## src/hdl/wsfd_pkg.sv

```systemverilog
package wsfd_pkg;

  localparam int LenW = 64;
  localparam int CntW = 32;
  localparam int CfgW = 32;
  localparam int AvW  = (CntW > CfgW) ? CntW : CfgW;
  localparam int CmpW = (LenW > AvW) ? LenW : AvW;

  localparam logic [CfgW-1:0] MaxMsgReset = CfgW'(100 * 1024 * 1024);
  localparam logic [15:0]     NoCloseCode = 16'd1005;
  localparam logic [6:0]      CtrlMax     = 7'h7d;
  localparam logic [7:0]      RsvMask     = 8'h70;

  typedef logic [3:0] opcode_t;

  localparam opcode_t OpCont  = 4'h0;
  localparam opcode_t OpText  = 4'h1;
  localparam opcode_t OpBin   = 4'h2;
  localparam opcode_t OpClose = 4'h8;
  localparam opcode_t OpPing  = 4'h9;
  localparam opcode_t OpPong  = 4'ha;

  typedef enum logic [1:0] {
    KindNone = 2'd0,
    KindData = 2'd1,
    KindCtrl = 2'd2
  } kind_e;

  typedef enum logic [3:0] {
    ErrNone       = 4'd0,
    ErrOpcode     = 4'd1,
    ErrRsv        = 4'd2,
    ErrFragCtrl   = 4'd3,
    ErrCont       = 4'd4,
    ErrCtrlLen    = 4'd5,
    ErrMasked     = 4'd6,
    ErrTooLong    = 4'd7,
    ErrAfterClose = 4'd8
  } err_e;

endpackage

```

## src/hdl/websocket_frame_deframer_top.sv

```systemverilog
// Receive-side websocket frame parser: one stream byte in, one result word out, one word per
// clock sustained while out_ready_i is high. Each byte is captured in an input register and
// resolved against the frame state in a single pass into the result register, from which the
// result word is presented. in_ready_o drops only while the result register holds a word
// that is not taken and the input register is also full. The first error latches and every
// later word repeats its code until reset. Write max_message_bytes only while no word is in
// flight.
module websocket_frame_deframer_top (
  input  logic                      clk_i,
  input  logic                      rst_ni,
  input  logic                      cfg_we_i,
  input  logic [wsfd_pkg::CfgW-1:0] cfg_wdata_i,
  input  logic                      in_valid_i,
  output logic                      in_ready_o,
  input  logic [7:0]                rx_byte_i,
  output logic                      out_valid_o,
  input  logic                      out_ready_i,
  output logic [1:0]                kind_o,
  output logic [7:0]                payload_byte_o,
  output logic [3:0]                frame_opcode_o,
  output logic                      frame_end_o,
  output logic                      message_end_o,
  output logic [15:0]               close_code_o,
  output logic [3:0]                error_o
);
  import wsfd_pkg::*;

  typedef enum logic [1:0] {
    PhFirst  = 2'd0,
    PhSecond = 2'd1,
    PhExtLen = 2'd2,
    PhData   = 2'd3
  } phase_e;

  localparam int FinBit = 7;

  logic [CfgW-1:0] max_q;
  logic            in_vld_q;
  logic [7:0]      in_byte_q;
  logic            out_vld_q;
  logic [1:0]      out_kind_q;
  logic [7:0]      out_byte_q;
  opcode_t         out_op_q;
  logic            out_fend_q;
  logic            out_mend_q;
  logic [15:0]     out_code_q;
  err_e            out_err_q;

  phase_e          phase_q, phase_d;
  logic [LenW-1:0] rem_q, rem_d;
  logic [3:0]      lbl_q, lbl_d;
  logic            ctrl_q, ctrl_d;
  logic            final_q, final_d;
  opcode_t         cur_op_q, cur_op_d;
  opcode_t         msg_op_q, msg_op_d;
  logic            expect_q, expect_d;
  logic [CntW-1:0] msg_len_q, msg_len_d;
  logic [6:0]      cnt_q, cnt_d;
  logic [15:0]     code_reg_q, code_reg_d;
  logic            close_seen_q, close_seen_d;
  err_e            err_q, err_d;

  logic            adv;
  logic            fire;

  kind_e           res_kind;
  logic [7:0]      res_byte;
  opcode_t         res_op;
  logic            res_fend;
  logic            res_mend;
  logic [15:0]     res_code;
  err_e            new_err;

  logic [7:0]      b;
  opcode_t         op;
  logic            op_valid;
  logic [LenW-1:0] rem_len;
  logic            len_known;
  logic            finish;
  logic [3:0]      lbl_dec;
  logic [AvW-1:0]  max_w;
  logic [AvW-1:0]  len_w;
  logic [AvW-1:0]  avail_w;
  logic [CmpW-1:0] avail;

  assign adv         = !out_vld_q || out_ready_i;
  assign in_ready_o  = !in_vld_q || adv;
  assign fire        = in_vld_q && adv;

  assign b        = in_byte_q;
  assign op       = b[3:0];
  assign op_valid = (op == OpCont) || (op == OpText) || (op == OpBin) ||
                    (op == OpClose) || (op == OpPing) || (op == OpPong);

  assign max_w   = AvW'(max_q);
  assign len_w   = AvW'(msg_len_q);
  assign avail_w = (max_w > len_w) ? (max_w - len_w) : '0;
  assign avail   = CmpW'(avail_w);

  always_comb begin
    phase_d      = phase_q;
    rem_d        = rem_q;
    lbl_d        = lbl_q;
    ctrl_d       = ctrl_q;
    final_d      = final_q;
    cur_op_d     = cur_op_q;
    msg_op_d     = msg_op_q;
    expect_d     = expect_q;
    msg_len_d    = msg_len_q;
    cnt_d        = cnt_q;
    code_reg_d   = code_reg_q;
    close_seen_d = close_seen_q;
    err_d        = err_q;
    res_kind     = KindNone;
    res_byte     = 8'h00;
    res_op       = OpCont;
    res_fend     = 1'b0;
    res_mend     = 1'b0;
    res_code     = 16'h0000;
    new_err      = ErrNone;
    rem_len      = rem_q;
    len_known    = 1'b0;
    finish       = 1'b0;
    lbl_dec      = lbl_q;
    if (err_q == ErrNone) begin
      unique case (phase_q)
        PhFirst: begin
          if (close_seen_q) begin
            new_err = ErrAfterClose;
          end else if (!op_valid) begin
            new_err = ErrOpcode;
          end else if ((b & RsvMask) != 8'h00) begin
            new_err = ErrRsv;
          end else if (op[3]) begin
            if (!b[FinBit]) new_err = ErrFragCtrl;
          end else if (expect_q) begin
            if (op == OpCont) new_err = ErrCont;
          end else if (op != OpCont) begin
            new_err = ErrCont;
          end
          if (new_err == ErrNone) begin
            final_d  = b[FinBit];
            ctrl_d   = op[3];
            cur_op_d = op;
            if (op[3]) begin
              cnt_d      = '0;
              code_reg_d = 16'h0000;
            end else if (expect_q) begin
              expect_d = 1'b0;
              msg_op_d = op;
            end
            phase_d = PhSecond;
          end
        end
        PhSecond: begin
          if (ctrl_q && (b[6:0] > CtrlMax)) begin
            new_err = ErrCtrlLen;
          end else if (b[7]) begin
            new_err = ErrMasked;
          end else if (b[6:0] >= 7'h7e) begin
            lbl_d   = b[0] ? 4'd8 : 4'd2;
            rem_d   = '0;
            phase_d = PhExtLen;
          end else begin
            rem_len   = LenW'(b[6:0]);
            len_known = 1'b1;
          end
        end
        PhExtLen: begin
          rem_len   = {rem_q[LenW-9:0], b};
          rem_d     = rem_len;
          lbl_dec   = (lbl_q != 4'd0) ? (lbl_q - 4'd1) : 4'd0;
          lbl_d     = lbl_dec;
          len_known = (lbl_dec == 4'd0);
        end
        PhData: begin
          res_byte = b;
          if (ctrl_q) begin
            res_kind = KindCtrl;
            res_op   = cur_op_q;
            if (cnt_q == 7'd0) begin
              code_reg_d = {b, 8'h00};
            end else if (cnt_q == 7'd1) begin
              code_reg_d = {code_reg_q[15:8], b};
            end
            if (cnt_q != 7'h7f) cnt_d = cnt_q + 7'd1;
          end else begin
            res_kind = KindData;
            res_op   = msg_op_q;
            if (msg_len_q != {CntW{1'b1}}) msg_len_d = msg_len_q + CntW'(1);
          end
          rem_d  = (rem_q != '0) ? (rem_q - LenW'(1)) : rem_q;
          finish = (rem_d == '0);
        end
        default: ;
      endcase
      if (len_known) begin
        phase_d = PhData;
        rem_d   = rem_len;
        if (!ctrl_q && (CmpW'(rem_len) > avail)) begin
          new_err = ErrTooLong;
        end else if (rem_len == '0) begin
          finish = 1'b1;
        end
      end
      if (finish) begin
        phase_d  = PhFirst;
        res_fend = 1'b1;
        res_op   = ctrl_q ? cur_op_q : msg_op_q;
        if (ctrl_q) begin
          if (cur_op_q == OpClose) begin
            close_seen_d = 1'b1;
            res_code     = (cnt_d >= 7'd2) ? code_reg_d : NoCloseCode;
          end
        end else if (final_q) begin
          res_mend  = 1'b1;
          expect_d  = 1'b1;
          msg_len_d = '0;
        end
      end
      if (new_err != ErrNone) begin
        err_d    = new_err;
        res_kind = KindNone;
        res_byte = 8'h00;
        res_op   = OpCont;
        res_fend = 1'b0;
        res_mend = 1'b0;
        res_code = 16'h0000;
      end
    end
  end

  always_ff @(posedge clk_i or negedge rst_ni) begin
    if (!rst_ni) begin
      max_q        <= MaxMsgReset;
      in_vld_q     <= 1'b0;
      in_byte_q    <= 8'h00;
      out_vld_q    <= 1'b0;
      out_kind_q   <= KindNone;
      out_byte_q   <= 8'h00;
      out_op_q     <= OpCont;
      out_fend_q   <= 1'b0;
      out_mend_q   <= 1'b0;
      out_code_q   <= 16'h0000;
      out_err_q    <= ErrNone;
      phase_q      <= PhFirst;
      rem_q        <= '0;
      lbl_q        <= 4'd0;
      ctrl_q       <= 1'b0;
      final_q      <= 1'b0;
      cur_op_q     <= OpCont;
      msg_op_q     <= OpCont;
      expect_q     <= 1'b1;
      msg_len_q    <= '0;
      cnt_q        <= '0;
      code_reg_q   <= 16'h0000;
      close_seen_q <= 1'b0;
      err_q        <= ErrNone;
    end else begin
      if (cfg_we_i) max_q <= cfg_wdata_i;
      if (in_ready_o) begin
        in_vld_q <= in_valid_i;
        if (in_valid_i) in_byte_q <= rx_byte_i;
      end
      if (adv) out_vld_q <= in_vld_q;
      if (fire) begin
        out_kind_q   <= res_kind;
        out_byte_q   <= res_byte;
        out_op_q     <= res_op;
        out_fend_q   <= res_fend;
        out_mend_q   <= res_mend;
        out_code_q   <= res_code;
        out_err_q    <= err_d;
        phase_q      <= phase_d;
        rem_q        <= rem_d;
        lbl_q        <= lbl_d;
        ctrl_q       <= ctrl_d;
        final_q      <= final_d;
        cur_op_q     <= cur_op_d;
        msg_op_q     <= msg_op_d;
        expect_q     <= expect_d;
        msg_len_q    <= msg_len_d;
        cnt_q        <= cnt_d;
        code_reg_q   <= code_reg_d;
        close_seen_q <= close_seen_d;
        err_q        <= err_d;
      end
    end
  end

  assign out_valid_o    = out_vld_q;
  assign kind_o         = out_kind_q;
  assign payload_byte_o = out_byte_q;
  assign frame_opcode_o = out_op_q;
  assign frame_end_o    = out_fend_q;
  assign message_end_o  = out_mend_q;
  assign close_code_o   = out_code_q;
  assign error_o        = out_err_q;

endmodule

```

## config.mk

```make
export PLATFORM = sky130hd
export DESIGN_NAME = websocket_frame_deframer_top
export DESIGN_NICKNAME = d
export VERILOG_FILES = /design/src/hdl/wsfd_pkg.sv /design/src/hdl/websocket_frame_deframer_top.sv
export SDC_FILE = /design/constraint.sdc
export NUM_CORES = 1
export LEC_CHECK = 0
export ABC_AREA = 1
export BUFFER_PORTS_ARGS = -buffer_cell sky130_fd_sc_hd__buf_2
export CORE_MARGIN = 3
export CORE_UTILIZATION = 55
export CTS_CLUSTER_DIAMETER = 80
export DETAILED_ROUTE_END_ITERATION = 8
export PLACE_DENSITY = 0.75
export SLEW_MARGIN = 20
export SYNTH_ARGS = -nofsm -noshare
export SYNTH_HDL_FRONTEND = slang
export SYNTH_SLANG_ARGS = --single-unit
```

## constraint.sdc

```tcl
create_clock -name clk_i -period 4.55 [get_ports clk_i]
set_clock_uncertainty 0.15 [all_clocks]
set_input_delay 0 -clock clk_i [delete_from_list [all_inputs] [get_ports clk_i]]
set_output_delay 0 -clock clk_i [all_outputs]
set_load 0.005 [all_outputs]
```

==> results by stage, run 1 <==
GRT:
- The total global routing overflow is 0.
- The initial antenna violation count is 0.
- The pin count of the biggest net entering global routing is 129.
- The first global-routing pass estimated 102.9 mm of wire.
- The global-route usage over all layers is 35.36%.
- The via count of the first global-routing pass is 20060.

Pwr:
- The proportion of power drawn by the clock network is 45.6%.
- The switching fraction of total power is 27.76%.
- The fraction of power consumed by sequential logic is 41.2%.
- The power per cell area is 222.1 nW/µm².
- Cell internal power was estimated by the tool at 3496 µW.
- The combinational group share of total power is 13.2%.
- Summed over all nets, the switching power comes to 1343 µW.
- Across the VDD grid, the largest voltage drop is 296.5 µV.
- The overall power after layout is 4839 µW.
- The static leakage is 0.01029 µW.

Logic synthesis:
- The post-synthesis instance total is 2811.
- The number of nets handed over by synthesis was 2931.
- The xor and xnor fraction of the mapped netlist area is 1.451%.
- The largest family of logic cells by synthesized area is simple AND/OR/NAND/NOR gates.
- Yosys attributes the largest share of cell area to sky130_fd_sc_hd__dfrtp_1 29%, sky130_fd_sc_hd__nand2_1 17%, sky130_fd_sc_hd__nor2_1 6.9%, sky130_fd_sc_hd__nand3_1 6.6%, sky130_fd_sc_hd__inv_1 5.7%.
- After synthesis, the mean cell area works out to 6.440 µm².
- The sequential cell area fraction in the yosys report is 29.47%.
- Multiplexer cells account for 1.928% of the synthesized area.
- The synthesized design spends more area on one cell type than any other, namely sky130_fd_sc_hd__dfrtp_1.
- The number of storage elements in the synthesis netlist is 213.
- The leading register cell type out of synthesis is sky130_fd_sc_hd__dfrtp_1.
- Summing every instance area after synthesis gives 18100 µm².
- After Yosys synthesis, and, or, nand and nor cells account for 36.38% of the synthesized area.
- The number of different library cells used by synthesis comes to 55.
- The fraction of post-synthesis cell area in the top cell type by area is 28.89%.
- After synthesis, the share of flip-flops with an asynchronous set or reset is 100.0%.
- The synthesized-area fraction occupied by ao, oa, aoi and oai cells is 15.90%.
- Ranked by instance count, the synthesized netlist is headed by 822 x sky130_fd_sc_hd__nand2_1, 331 x sky130_fd_sc_hd__nor2_1, 274 x sky130_fd_sc_hd__inv_1.
- The synthesized design contains 0 enable-type register cells.
- Among all cell types in the netlist, the one instantiated most often is sky130_fd_sc_hd__nand2_1.
- For this run, the number of Yosys warnings is 0.
- The synthesized netlist devotes 5.225% of its cell area to adder and majority cells.

Min path:
- The tightest min-delay check is of the primary input to flop type.
- The worst hold path begins at cfg_we_i.

Detailed routing:
- In the final routed layout, each cell accounts on average for 18.32 µm.
- Before antenna repair, the detailed router went through 6 iterations.
- The final antenna-violating net count is 0.
- The DRC violation count after routing is 0.
- After the first detailed-routing iteration, the DRC count stood at 1767.
- The number of vias after detailed routing is 20620.
- Wires add up to 63.87 mm.
- Using the TritonRoute via totals, the vias-per-cell ratio works out to 5.916.

Finish:
- The final layout contains 3151 nets.
- After the flow finishes, the layout carries non-filler instances totaling 3486.
- In the final layout, the share of cells above drive strength 1 is 16.03%.
- The final antenna diode count is 0.
- Relative to the synthesized area, the layout overhead comes to 20.33%.
- The final core area utilization is 68.15%.

STA:
- The worst setup margin is -0.3217 ns.
- The number of failing hold endpoints at the final stage is 0.
- The transition time of the tightest slew-check pin is 0.9422 ns.
- The final worst-path cycle share is 107.1%.
- The normalized max-slew margin is 37.12%.
- The highest achievable clock rate is 205.3 MHz.
- The number of slew-limit violations in the final report is 0.
- The final critical delay including setup and external delays is 4.872 ns.
- The setup violation total in the final timing report is 72.
- Setup repair after global routing could not meet its margin everywhere.
- The setup TNS after final layout is -18.92 ns.

Placed design:
- The number of placed instances, taps included, is 3324.
- Once detailed placement completed, the half-perimeter wirelength came to 44.14 mm.
- The count of input and output buffers is 82.
- At the end of routability-driven placement, the weighted congestion stood at 1.007.

Clock tree:
- The total clock buffers created by CTS is 26.
- The clock reaches the later pin of the worst-skew pair after 0.57 ns.
- The tree is rooted in a sky130_fd_sc_hd__clkbuf_16.
- CTS built an H-tree with a depth of 1.
- The clock net in this run drives a total of 213 sinks.
- After clock tree synthesis, the clock-pin slew on the worst setup and hold paths is 0.06 ns.
- TritonCTS built the clock tree.
- The number of buffers on the longest clock path is 3.

Status:
- The checks that failed: setup timing.
- The run finished, with violations left.

Setup path:
- The worst setup path is captured at a flop.
- The largest stage delay on the critical path is 0.37 ns.
- The kind of launch point of the worst setup path is a flop.
- The startpoint of the worst register-to-register path is max_q[0].
- The class of the most critical setup path is flop to flop.
- The launch point of the worst path is max_q[0].
- Among all stages on the critical path, the largest delay is contributed by sky130_fd_sc_hd__dfrtp_1.
- The worst endpoint required time is 4.85 ns.
- In this run the worst path has a maximum fanout of 31.
- The most used cell along the critical path is sky130_fd_sc_hd__buf_4.
- The signal arrival time at the worst endpoint is 5.17 ns.

Die:
- The area of the core is 31960 µm².
- The total number of placement rows is 65.
- Once the floorplan was initialized, standard cells occupied 56.64% of the core.
- The height of the die is 187.4 µm.
- From left edge to right edge, the die measures 187.4 µm.
- The area enclosed by the die boundary is 35130 µm².
- Pin placement for this block handled 83 I/O pins.

Job:
- The number of violations of the max-capacitance limit is 0.
==> final cells by class <==
type	count	area (µm²)
Clock buffer	29	681.9
Sequential cell	213	5335
Timing Repair Buffer	310	2480
Clock inverter	19	220.2
Timing Repair inverter	1	7.507
Multi-Input combinational cell	2161	11310
Tap cell	435	544.3
Fill cell	2730	10180
Inverter	318	1200
==> power by group through the flow <==
stage | Sequential (µW) | Combinational (µW) | Clock [µW]
5_1_grt | 2000 | 699 | 2320
3_5_place_dp | 2020 | 491 | 0
4_1_cts | 1990 | 600 | 2240
6_report | 1990 | 639 | 2210
2_1_floorplan | 2000 | 294 | 0
3_3_place_gp | 2020 | 478 | 0
==> registers in the layout (all words and copies together) (netlist names), 4 cells and up <==
name and count:
close_code_o 16, err_q 4, cnt_q 7, rem_q 64, lbl_q 4, max_q 32, len_w 32, payload_byte_o 8
code_reg_q 16, frame_opcode_o 4, b 8
==> layer usage <==
layer | GRT usage [%] | part of all wire [%] | routed length, µm
met1 | 44.44 | 40 | 25270
met2 | 59.92 | 47 | 30200
met3 | 5.135 | 7.6 | 4831
met4 | 17.00 | 5.6 | 3568
met5 | 0 | 0 | 0
==> critical path, delay by kind of cell (launching register included) <==
family	cells	cell delay (ns)
AO/OA/AOI/OAI	7	1.02
AND/OR/NAND/NOR	13	1.45
adder cells (fa/ha/maj)	3	0.75
flip-flops	1	0.37
buffers and inverters	9	0.96
==> through the flow <==
step	hold slack (ns)	area (µm²)	worst slack, ns
CTS	0.00003464	21560	-0.4251
global route	0.04498	21780	-0.6209
detailed placement	-0.1101	19480	-0.5023
finish	0.03179	21780	-0.3217
global placement	-0.1115	19480	-0.3866
floorplan	-0.4456	18100	0.00008527
==> cells by family after synthesis <==
| kind of cell | count (synthesis) |
|---|---|
| muxes | 31 |
| and+or+nand+nor | 1540 |
| adders and majority gates | 75 |
| buffers and inverters | 438 |
| xor gates and xnor gates | 30 |
| DFF | 213 |
| AOI/OAI and AO/OA | 484 |
==> what timing repair did <==
| item | in CTS | in global routing |
|---|---|---|
| gates resized for setup | 47 | 51 |
| endpoints found under the setup margin | 72 | 72 |
| hold endpoints to repair | 184 | 0 |
| setup buffers | 29 | 10 |
| hold buffers | 78 | 0 |
| gates cloned | 2 | 0 |
| pin swaps | 43 | 34 |
==> path summary, 6_finish.rpt <==
check                               endpoint  slack (ns)  depth (start not counted)
min                                 max_q[5]        0.03                          2
max                                len_w[15]       -0.32                         32
min reg2reg                payload_byte_o[5]        0.33                          2
max in group asynchronous          max_q[21]        3.03                          4
max reg2reg                        len_w[15]       -0.32                         32
min in group asynchronous           expect_q        0.40                          3
==> cell usage in the layout, fill, tap and decap left out, types with 5 or more instances in the layout <==
cell type                       Yosys  routed
sky130_fd_sc_hd__buf_6              8      14
sky130_fd_sc_hd__inv_1            274     269
sky130_fd_sc_hd__o21ai_0          182     165
sky130_fd_sc_hd__o211ai_1          49      49
sky130_fd_sc_hd__inv_2             36      40
sky130_fd_sc_hd__o21ai_1            6      17
sky130_fd_sc_hd__nor2_2            16      17
sky130_fd_sc_hd__or2_2             17      17
sky130_fd_sc_hd__buf_2             30      81
sky130_fd_sc_hd__clkinv_1           8       7
sky130_fd_sc_hd__nor3_1            34      32
sky130_fd_sc_hd__a32oi_1            6       6
sky130_fd_sc_hd__nand4_1           31      31
sky130_fd_sc_hd__o21ai_2            1       7
sky130_fd_sc_hd__nand3_1          237     230
sky130_fd_sc_hd__nand2_1          822     803
sky130_fd_sc_hd__a21o_1            11      11
sky130_fd_sc_hd__o31ai_1            9       5
sky130_fd_sc_hd__a22oi_1            6       6
sky130_fd_sc_hd__xnor2_1            6       6
sky130_fd_sc_hd__ha_1              74      69
sky130_fd_sc_hd__nand2_4            2       6
sky130_fd_sc_hd__clkbuf_16          0      26
sky130_fd_sc_hd__a31oi_1            7       7
sky130_fd_sc_hd__a21oi_1          113     104
sky130_fd_sc_hd__nor4_1             7       7
sky130_fd_sc_hd__nand3_2           24      27
sky130_fd_sc_hd__nand2_2            5      20
sky130_fd_sc_hd__buf_12             0       6
sky130_fd_sc_hd__buf_4              1     129
sky130_fd_sc_hd__a21oi_2            0       8
sky130_fd_sc_hd__xor2_1            24      24
sky130_fd_sc_hd__o221ai_1          16      15
sky130_fd_sc_hd__nor2_1           331     330
sky130_fd_sc_hd__o22ai_1           33      33
sky130_fd_sc_hd__dlygate4sd3_1      0      77
sky130_fd_sc_hd__clkinvlp_4         0       6
sky130_fd_sc_hd__dfrtp_1          209     209
sky130_fd_sc_hd__o21bai_1          26      26
sky130_fd_sc_hd__mux2_2            31      31
(Power assumes the default switching activity.)
==> inputs of run 2 (changes only) <==
- CORE_MARGIN: 3 -> 4
- PLACE_DENSITY: 0.75 -> 0.73
- TNS_END_PERCENT: default -> 5
- clock period: 4.55 -> 5.6 ns (I/O delays scaled with it)
==> run 2 against run 1 <==
The run now ends clean. Routed wire length fell by 2.0%. Total power shrank 20%. Critical path type unchanged. Worst hold slack got worse by 0.014 ns. Clock-buffer cell count grew 6. Final cell count fell by 3.4%. Combinational power shrank 34%. Utilization decreased by 5.1 points.
==> results by stage, run 2 (synthesis results as in run 1) <==
STA:
- At the pin with the least slew margin, the transition time is 1.021 ns.
- Static timing analysis puts the maximum clock frequency at 191.0 MHz.
- The setup violation total in the final timing report is 0.
- Final hold analysis gives a worst-case slack of 0.01740 ns.
- The number of slew-limit violations in the final report is 0.
- The final critical delay including setup and external delays is 5.236 ns.
- In this run the tightest slew margin relative to its limit is 31.94%.
- After layout, the worst path uses 93.49% of the clock period.
- The number of failing hold endpoints at the final stage is 0.

Pwr:
- The completed layout was analyzed and its total power is 3895 µW.
- IR analysis of the VDD net gives a maximum drop of 184.4 µV.
- The analysis attributes to cell leakage a power of 0.009652 µW.
- The power per cell area is 189.9 nW/µm².

Detailed routing:
- After the first detailed-routing iteration, the DRC count stood at 2237.
- In the final routed layout, each cell accounts on average for 18.59 µm.
- The number of vias after detailed routing is 19870.
- In the routed design, unresolved DRC markers number 0.
- Once detail routing completed, the nets flagged for antenna violations numbered 0.
- Dividing the detail-routed via count by the number of cells gives 5.900.
- The wire length after detailed routing is 62.61 mm.
- The first-pass iteration count of the detailed router is 6.

Clock tree:
- The clock tree from TritonCTS is done.
- The number of buffers on the longest clock path is 3.
- At the later pin of the worst-skew pair, clock insertion delay measures 0.56 ns.
- The total clock buffers created by CTS is 27.
- The deepest level of the CTS H-tree is 1.
- The clock net in this run drives a total of 213 sinks.
- CTS placed an instance of sky130_fd_sc_hd__clkbuf_16 at the clock tree root.
- The clock-pin slew on the worst setup and hold paths is 0.06 ns.

GRT:
- The initial antenna violation count is 0.
- The first-pass GRT wire length is 99.97 mm.
- The total overflow left after global routing is 0.
- The global-route usage over all layers is 34.18%.
- The pin count of the biggest net entering global routing is 129.
- The via count of the first global-routing pass is 18820.

Setup path:
- The largest stage delay on the critical path is 0.37 ns.
- At the worst endpoint, the required time is 5.92 ns.
- The largest fanout of any net on the critical path is 11.
- STA classifies the critical path startpoint as a flop.
- STA classifies the critical path endpoint as a flop.
- The worst register-to-register path begins at max_q[0].
- The slowest cell on the critical path is sky130_fd_sc_hd__fa_1.
- Data on the critical path arrives at its endpoint at 5.56 ns.
- The most critical setup path has its startpoint at max_q[0].
- The most used cell along the critical path is sky130_fd_sc_hd__nand2_1.
- The class of the most critical setup path is flop to flop.
- The number of cells on the worst reg-to-reg path is 35.

Placed design:
- The placed wire-length estimate after detailed placement is 44.69 mm.
- The count of input and output buffers is 82.
- The placer's final routability congestion estimate is 0.9765.

Finish:
- Summing all flip-flop and latch instances after layout gives 5335 µm².
- The net count of the finished layout is 3028.
- More flip-flops sit in one register than any other, and that register is rem_q.
- Relative to the synthesized area, the layout overhead comes to 13.28%.
- The flip-flop count of the largest register, all copies and words added is 64.
- The most common cell after layout, fill and taps aside is sky130_fd_sc_hd__nand2_1.
- In the layout the commonest cells are 820 x sky130_fd_sc_hd__nand2_1, 331 x sky130_fd_sc_hd__nor2_1, 272 x sky130_fd_sc_hd__inv_1, 237 x sky130_fd_sc_hd__nand3_1, 209 x sky130_fd_sc_hd__dfrtp_1.
- Summing all multi-input logic gate instances after layout gives 11080 µm².
- The filler cell count is 3174.
- The repair_antennas step left the layout with diodes totalling 0.
- The fraction of layout instances using a drive strength above 1 is 11.28%.

Min path:
- The worst hold path belongs to the class primary input to flop.
- Along the worst hold path, the cell count comes to 2.
- The worst hold path begins at cfg_we_i.

Die:
- The die is 189.4 µm tall.
- The die covers 35880 µm².
- The area of the core is 32540 µm².
- The floorplan has 66 rows.
- The chip width is 189.4 µm.
- The initial core utilization is 55.64%.
- For this design the top-level I/O count stands at 83.

Job:
- Across the run, the number of max-cap violations was 0.

Status:
- The flow ran to the end, and the final reports show no timing, DRC or antenna violations.
run 2: cell types whose count changed in the layout (fill, tap and decap cells not counted), sizes merged, moves of 2 or more:
cell         change
buf            -106
clkinvlp         -3
dlygate4sd3     -16
clkbuf           +6
inv              -3
clkinv           -2
run 2: final timing paths:
path	to	slack (ns)
min reg2reg	payload_byte_o[3]	0.33
max	close_code_o[10]	0.36
min in group asynchronous	rem_q[62]	0.45
max reg2reg	close_code_o[10]	0.36
min	max_q[7]	0.02
max in group asynchronous	len_w[20]	4.02
run 2: timing repair:
action                                  in CTS  in global routing
endpoints found under the setup margin      13                 71
gates cloned                                 0                  0
hold endpoints to repair                   130                  0
hold buffers                                62                  0
pin swaps                                    1                  1
buffers inserted                             6                  5
resized for setup                            2                 10
run 2: report_power, final:
group	switching, µW	internal, µW
clock	759	1090
combinational	259	164
sequential	46.7	1570
run 2: cell type report:
cell class	count	share of cell area [%]
Multi-Input combinational cell	2160	54.01
Sequential cell	213	26.02
Timing Repair Buffer	188	6.949
Inverter	318	5.857
Clock buffer	35	3.685
Tap cell	442	2.697
Clock inverter	12	0.7810
run 2: per-layer routing:
metal  global-route usage [%]  wire length (µm)
met5                        0                 0
met4                    13.58              2844
met3                    4.886              5216
met2                    55.67             28670
met1                    46.17             25880
run 2: stage by stage:
| stage | setup TNS, ns | area [µm²] | worst slack [ns] | cells | util [%] |
|---|---|---|---|---|---|
| global route | -0.003254 | 20510 | -0.003254 | 3368 | 63.03 |
| floorplan | 0 | 18100 | 1.004 | 2811 | - |
| detailed placement | 0 | 18820 | 0.009822 | 3248 | 57.84 |
| global placement | 0 | 18820 | 0.1752 | 3248 | 57.84 |
| CTS | 0 | 20420 | 0.02655 | 3363 | 62.78 |
| finish | 0 | 20510 | 0.3644 | 3368 | 63.03 |
run 2: worst max-delay path: cells and delay by family (launching register included):
family	cells	cell delay, ns
and+or+nand+nor	18	1.93
AOI/OAI and AO/OA	8	1.27
adders and majority gates	3	0.78
buffers and inverters	6	0.63
DFF	1	0.36
==> inputs of run 3 (changes only) <==
- clock period: 5.6 -> 4.95 ns (I/O delays scaled with it)
==> run 3 against run 2 <==
The flow now finishes with violations (hold timing). Sequential power increased by 13%. Flip-flop and latch count did not move. Final area up 1.5%. Worst hold slack got worse by 0.067 ns. Routed wire length shrank 1.4%. Sequential share of layout area down 0.38 points. Register-to-register slack worse by 0.31 ns. Critical path type unchanged. Largest cell class unchanged. Largest power group unchanged. Highest routed layer unchanged.
==> results by stage, run 3 (synthesis results as in run 1) <==
Setup path:
- The setup slack of the most critical reg-to-reg path is 0.05 ns.
- The critical path runs through a total of 30 cells.
- The kind of cell with the highest combined delay on the critical path is simple AND/OR/NAND/NOR gates.
- The type of destination of the critical path is a flop.
- The launch point of the worst path is len_w[1].
- The most used cell along the critical path is sky130_fd_sc_hd__nand2_1.
- The worst endpoint required time is 5.28 ns.
- The startpoint of the worst register-to-register path is len_w[1].
- The class of the most critical setup path is flop to flop.
- The capture point of the critical path is payload_byte_o[4].
- In this run the critical register-to-register path is captured at payload_byte_o[4].
- The number of cells on the worst reg-to-reg path is 30.
- Among all stages on the critical path, the largest delay is contributed by sky130_fd_sc_hd__dfrtp_1.
- The kind of launch point of the worst setup path is a flop.
- In this design, the stage delay of the slowest critical-path cell is 0.35 ns.
- The largest fanout of any net on the critical path is 6.
- The signal arrival time at the worst endpoint is 5.22 ns.
- The number of buffers and inverters on the critical path is 5.

STA:
- Setup repair after global routing could not meet its margin everywhere.
- The final worst-path cycle share is 98.90%.
- The normalized max-slew margin is 38.40%.
- Hold timing on the final database bottoms out at a slack of -0.04912 ns.
- Setup violations remaining at the end of the flow were counted as 0.
- The transition time of the tightest slew-check pin is 0.9240 ns.
- After layout, the worst setup slack is 0.05455 ns.
- The final critical delay including setup and external delays is 4.895 ns.
- The highest achievable clock rate is 204.3 MHz.
- The number of failing hold endpoints at the final stage came to 35.
- The number of slew-limit violations in the final report came to 0.

Clock tree:
- The clock-pin slew on the worst setup and hold paths is 0.06 ns.
- TritonCTS built the clock tree.
- The tree is rooted in a sky130_fd_sc_hd__clkbuf_16.
- In this run, CTS created clock tree buffers numbering 26.
- The number of sinks handled by clock tree synthesis is 213.
- The number of buffers on the longest clock path is 3.
- The clock latency on the worst-skew pair is 0.57 ns.
- The deepest level of the CTS H-tree is 1.

Placed design:
- Before CTS, the worst setup slack after placement is -0.2578 ns.
- The cell area after placement is 19060 µm².
- The count of input and output buffers is 82.
- Counting tap cells, the placed design contains a total of 3273 instances.
- The placed wire-length estimate after detailed placement is 43.96 mm.
- The placer's final routability congestion estimate is 0.9825.

Finish:
- The finished cells cover 20810 µm².
- The repair_antennas step left the layout with diodes totalling 0.
- The final core area utilization is 63.97%.
- The register with the most flip-flops in the final layout is rem_q.
- The area added between synthesis and finish is 14.97%.
- After filler insertion, the fill cell instance count of the layout stands at 3047.
- The net total in the final layout is 3055.
- In the layout the commonest cells are 815 x sky130_fd_sc_hd__nand2_1, 330 x sky130_fd_sc_hd__nor2_1, 270 x sky130_fd_sc_hd__inv_1, 233 x sky130_fd_sc_hd__nand3_1, 209 x sky130_fd_sc_hd__dfrtp_1.
- The most common cell after layout, fill and taps aside is sky130_fd_sc_hd__nand2_1.
- The filler-free cell count of the finished design is 3394.
- Cells with a size suffix above 1 make up 12.97% of the layout.
- The register with the most flip-flops in the layout has 64 of them.

Detailed routing:
- The wire length after detailed routing is 61.76 mm.
- The DRC violation count after routing is 0.
- The first-pass iteration count of the detailed router is 6.
- The average wire per cell in the routed design is 18.20 µm.
- The via count normalized by instance count is 5.925.
- The detailed router finished its first iteration with 1999 violations.
- In this run the remaining antenna-violating nets after routing total 0.
- Summing over every cut layer, the via total after detailed routing is 20110.

Status:
- The run finished, with violations left.
- The checks that failed: hold timing.

Min path:
- The tightest min-delay check is of the primary input to async pin type.

GRT:
- The first-pass GRT wire length is 98.52 mm.
- Entering global routing, the biggest net connects 129 pins.
- The initial antenna violation count is 0.
- Global routing used 33.27% of the available tracks.
- After global routing the overflow that remains totals 0.
- The via count of the first global-routing pass is 19060.

Die:
- The area enclosed by the die boundary is 35880 µm².
- The initial core utilization is 55.64%.
- The area of the core is 32540 µm².
- The floorplan step set the die height to 189.4 µm.
- The total number of placement rows is 66.
- 83 I/O pins were placed.
- The chip width is 189.4 µm.

Pwr:
- The static leakage is 0.009756 µW.
- For this design the total switching power over the nets is 1162 µW.
- The proportion of power drawn by the clock network is 45.1%.
- The total internal power is 3094 µW.
- The worst vdd rail ir drop is 314.3 µV.
- The switching fraction of total power is 27.30%.
- Power spread over the standard cell area amounts to 204.4 nW/µm².
- Per report_power, the combinational group accounts for 12.0% of the total.
- Sequential cells account for 42.9% of the total power.

Job:
- The number of violations of the max-capacitance limit is 0.
==> run 3: cell types whose count changed in the layout (fill, tap and decap cells not counted), moves of 5 or more <==
cell | before | now
sky130_fd_sc_hd__buf_4 | 39 | 62
sky130_fd_sc_hd__o21ai_0 | 180 | 171
sky130_fd_sc_hd__nand2_2 | 5 | 11
sky130_fd_sc_hd__o31ai_1 | 9 | 3
sky130_fd_sc_hd__o31ai_2 | 0 | 6
sky130_fd_sc_hd__nand2_1 | 820 | 815
sky130_fd_sc_hd__o21ai_2 | 1 | 6
==> run 3: metal layers <==
| layer | GRT usage, % | share of wire [%] | vias up |
|---|---|---|---|
| met3 | 4.148 | 7.6 | 229 |
| met1 | 43.88 | 41 | 9376 |
| li1 | - | - | 9499 |
| met4 | 15.00 | 5.1 | 0 |
| met2 | 54.99 | 46 | 1004 |
| met5 | 0 | 0 | - |
==> run 3: per-stage QoR <==
step	setup TNS (ns)	hold WS (ns)	total power (µW)
after floorplan	0	-0.4456	2107
after global placement	-0.9248	-0.004322	2275
after detailed placement	-9.456	-0.001047	2285
after CTS	-0.002720	0.0002675	4258
after global routing	-6.964	0.04370	4396
final	0	-0.04912	4255
==> run 3: final cells by class <==
cell class	instances	area [µm²]	area share, %
clock inverters	7	85.08	0.4088
repair inverters	1	7.507	0.03607
inverters	318	1197	5.753
flip-flops and latches	213	5335	25.63
multi-input cells	2161	11230	53.96
clock buffers	38	755.7	3.631
well taps	442	553.0	2.657
repair buffers	214	1648	7.917
==> run 3: timing repair <==
item | 4_1_cts | 5_1_grt
gates resized for setup | 24 | 31
gates cloned | 1 | 1
buffers inserted | 7 | 4
pin swaps | 17 | 22
endpoints found under the hold margin | 160 | 0
hold buffers | 63 | 0
endpoints found under the setup margin | 70 | 72
==> run 3: how the worst min path moves through the flow <==
| stage | from | end | cells after the start |
|---|---|---|---|
| global placement | rst_ni | rem_q[62] | 1 |
| floorplan | rst_ni | b[0] | 0 |
| CTS | cfg_we_i | max_q[4] | 2 |
| detailed placement | rst_ni | rem_q[62] | 1 |
| global route | rst_ni | rem_q[62] | 2 |
| finish | rst_ni | rem_q[62] | 2 |
==> run 3: power groups by stage <==
stage                     clock network, µW  registers, µW  logic [µW]
final                                  1920           1830         509
after global routing                   2000           1830         565
after CTS                              1940           1820         492
after global placement                    0           1850         423
after detailed placement                  0           1850         432
after floorplan                           0           1840         270
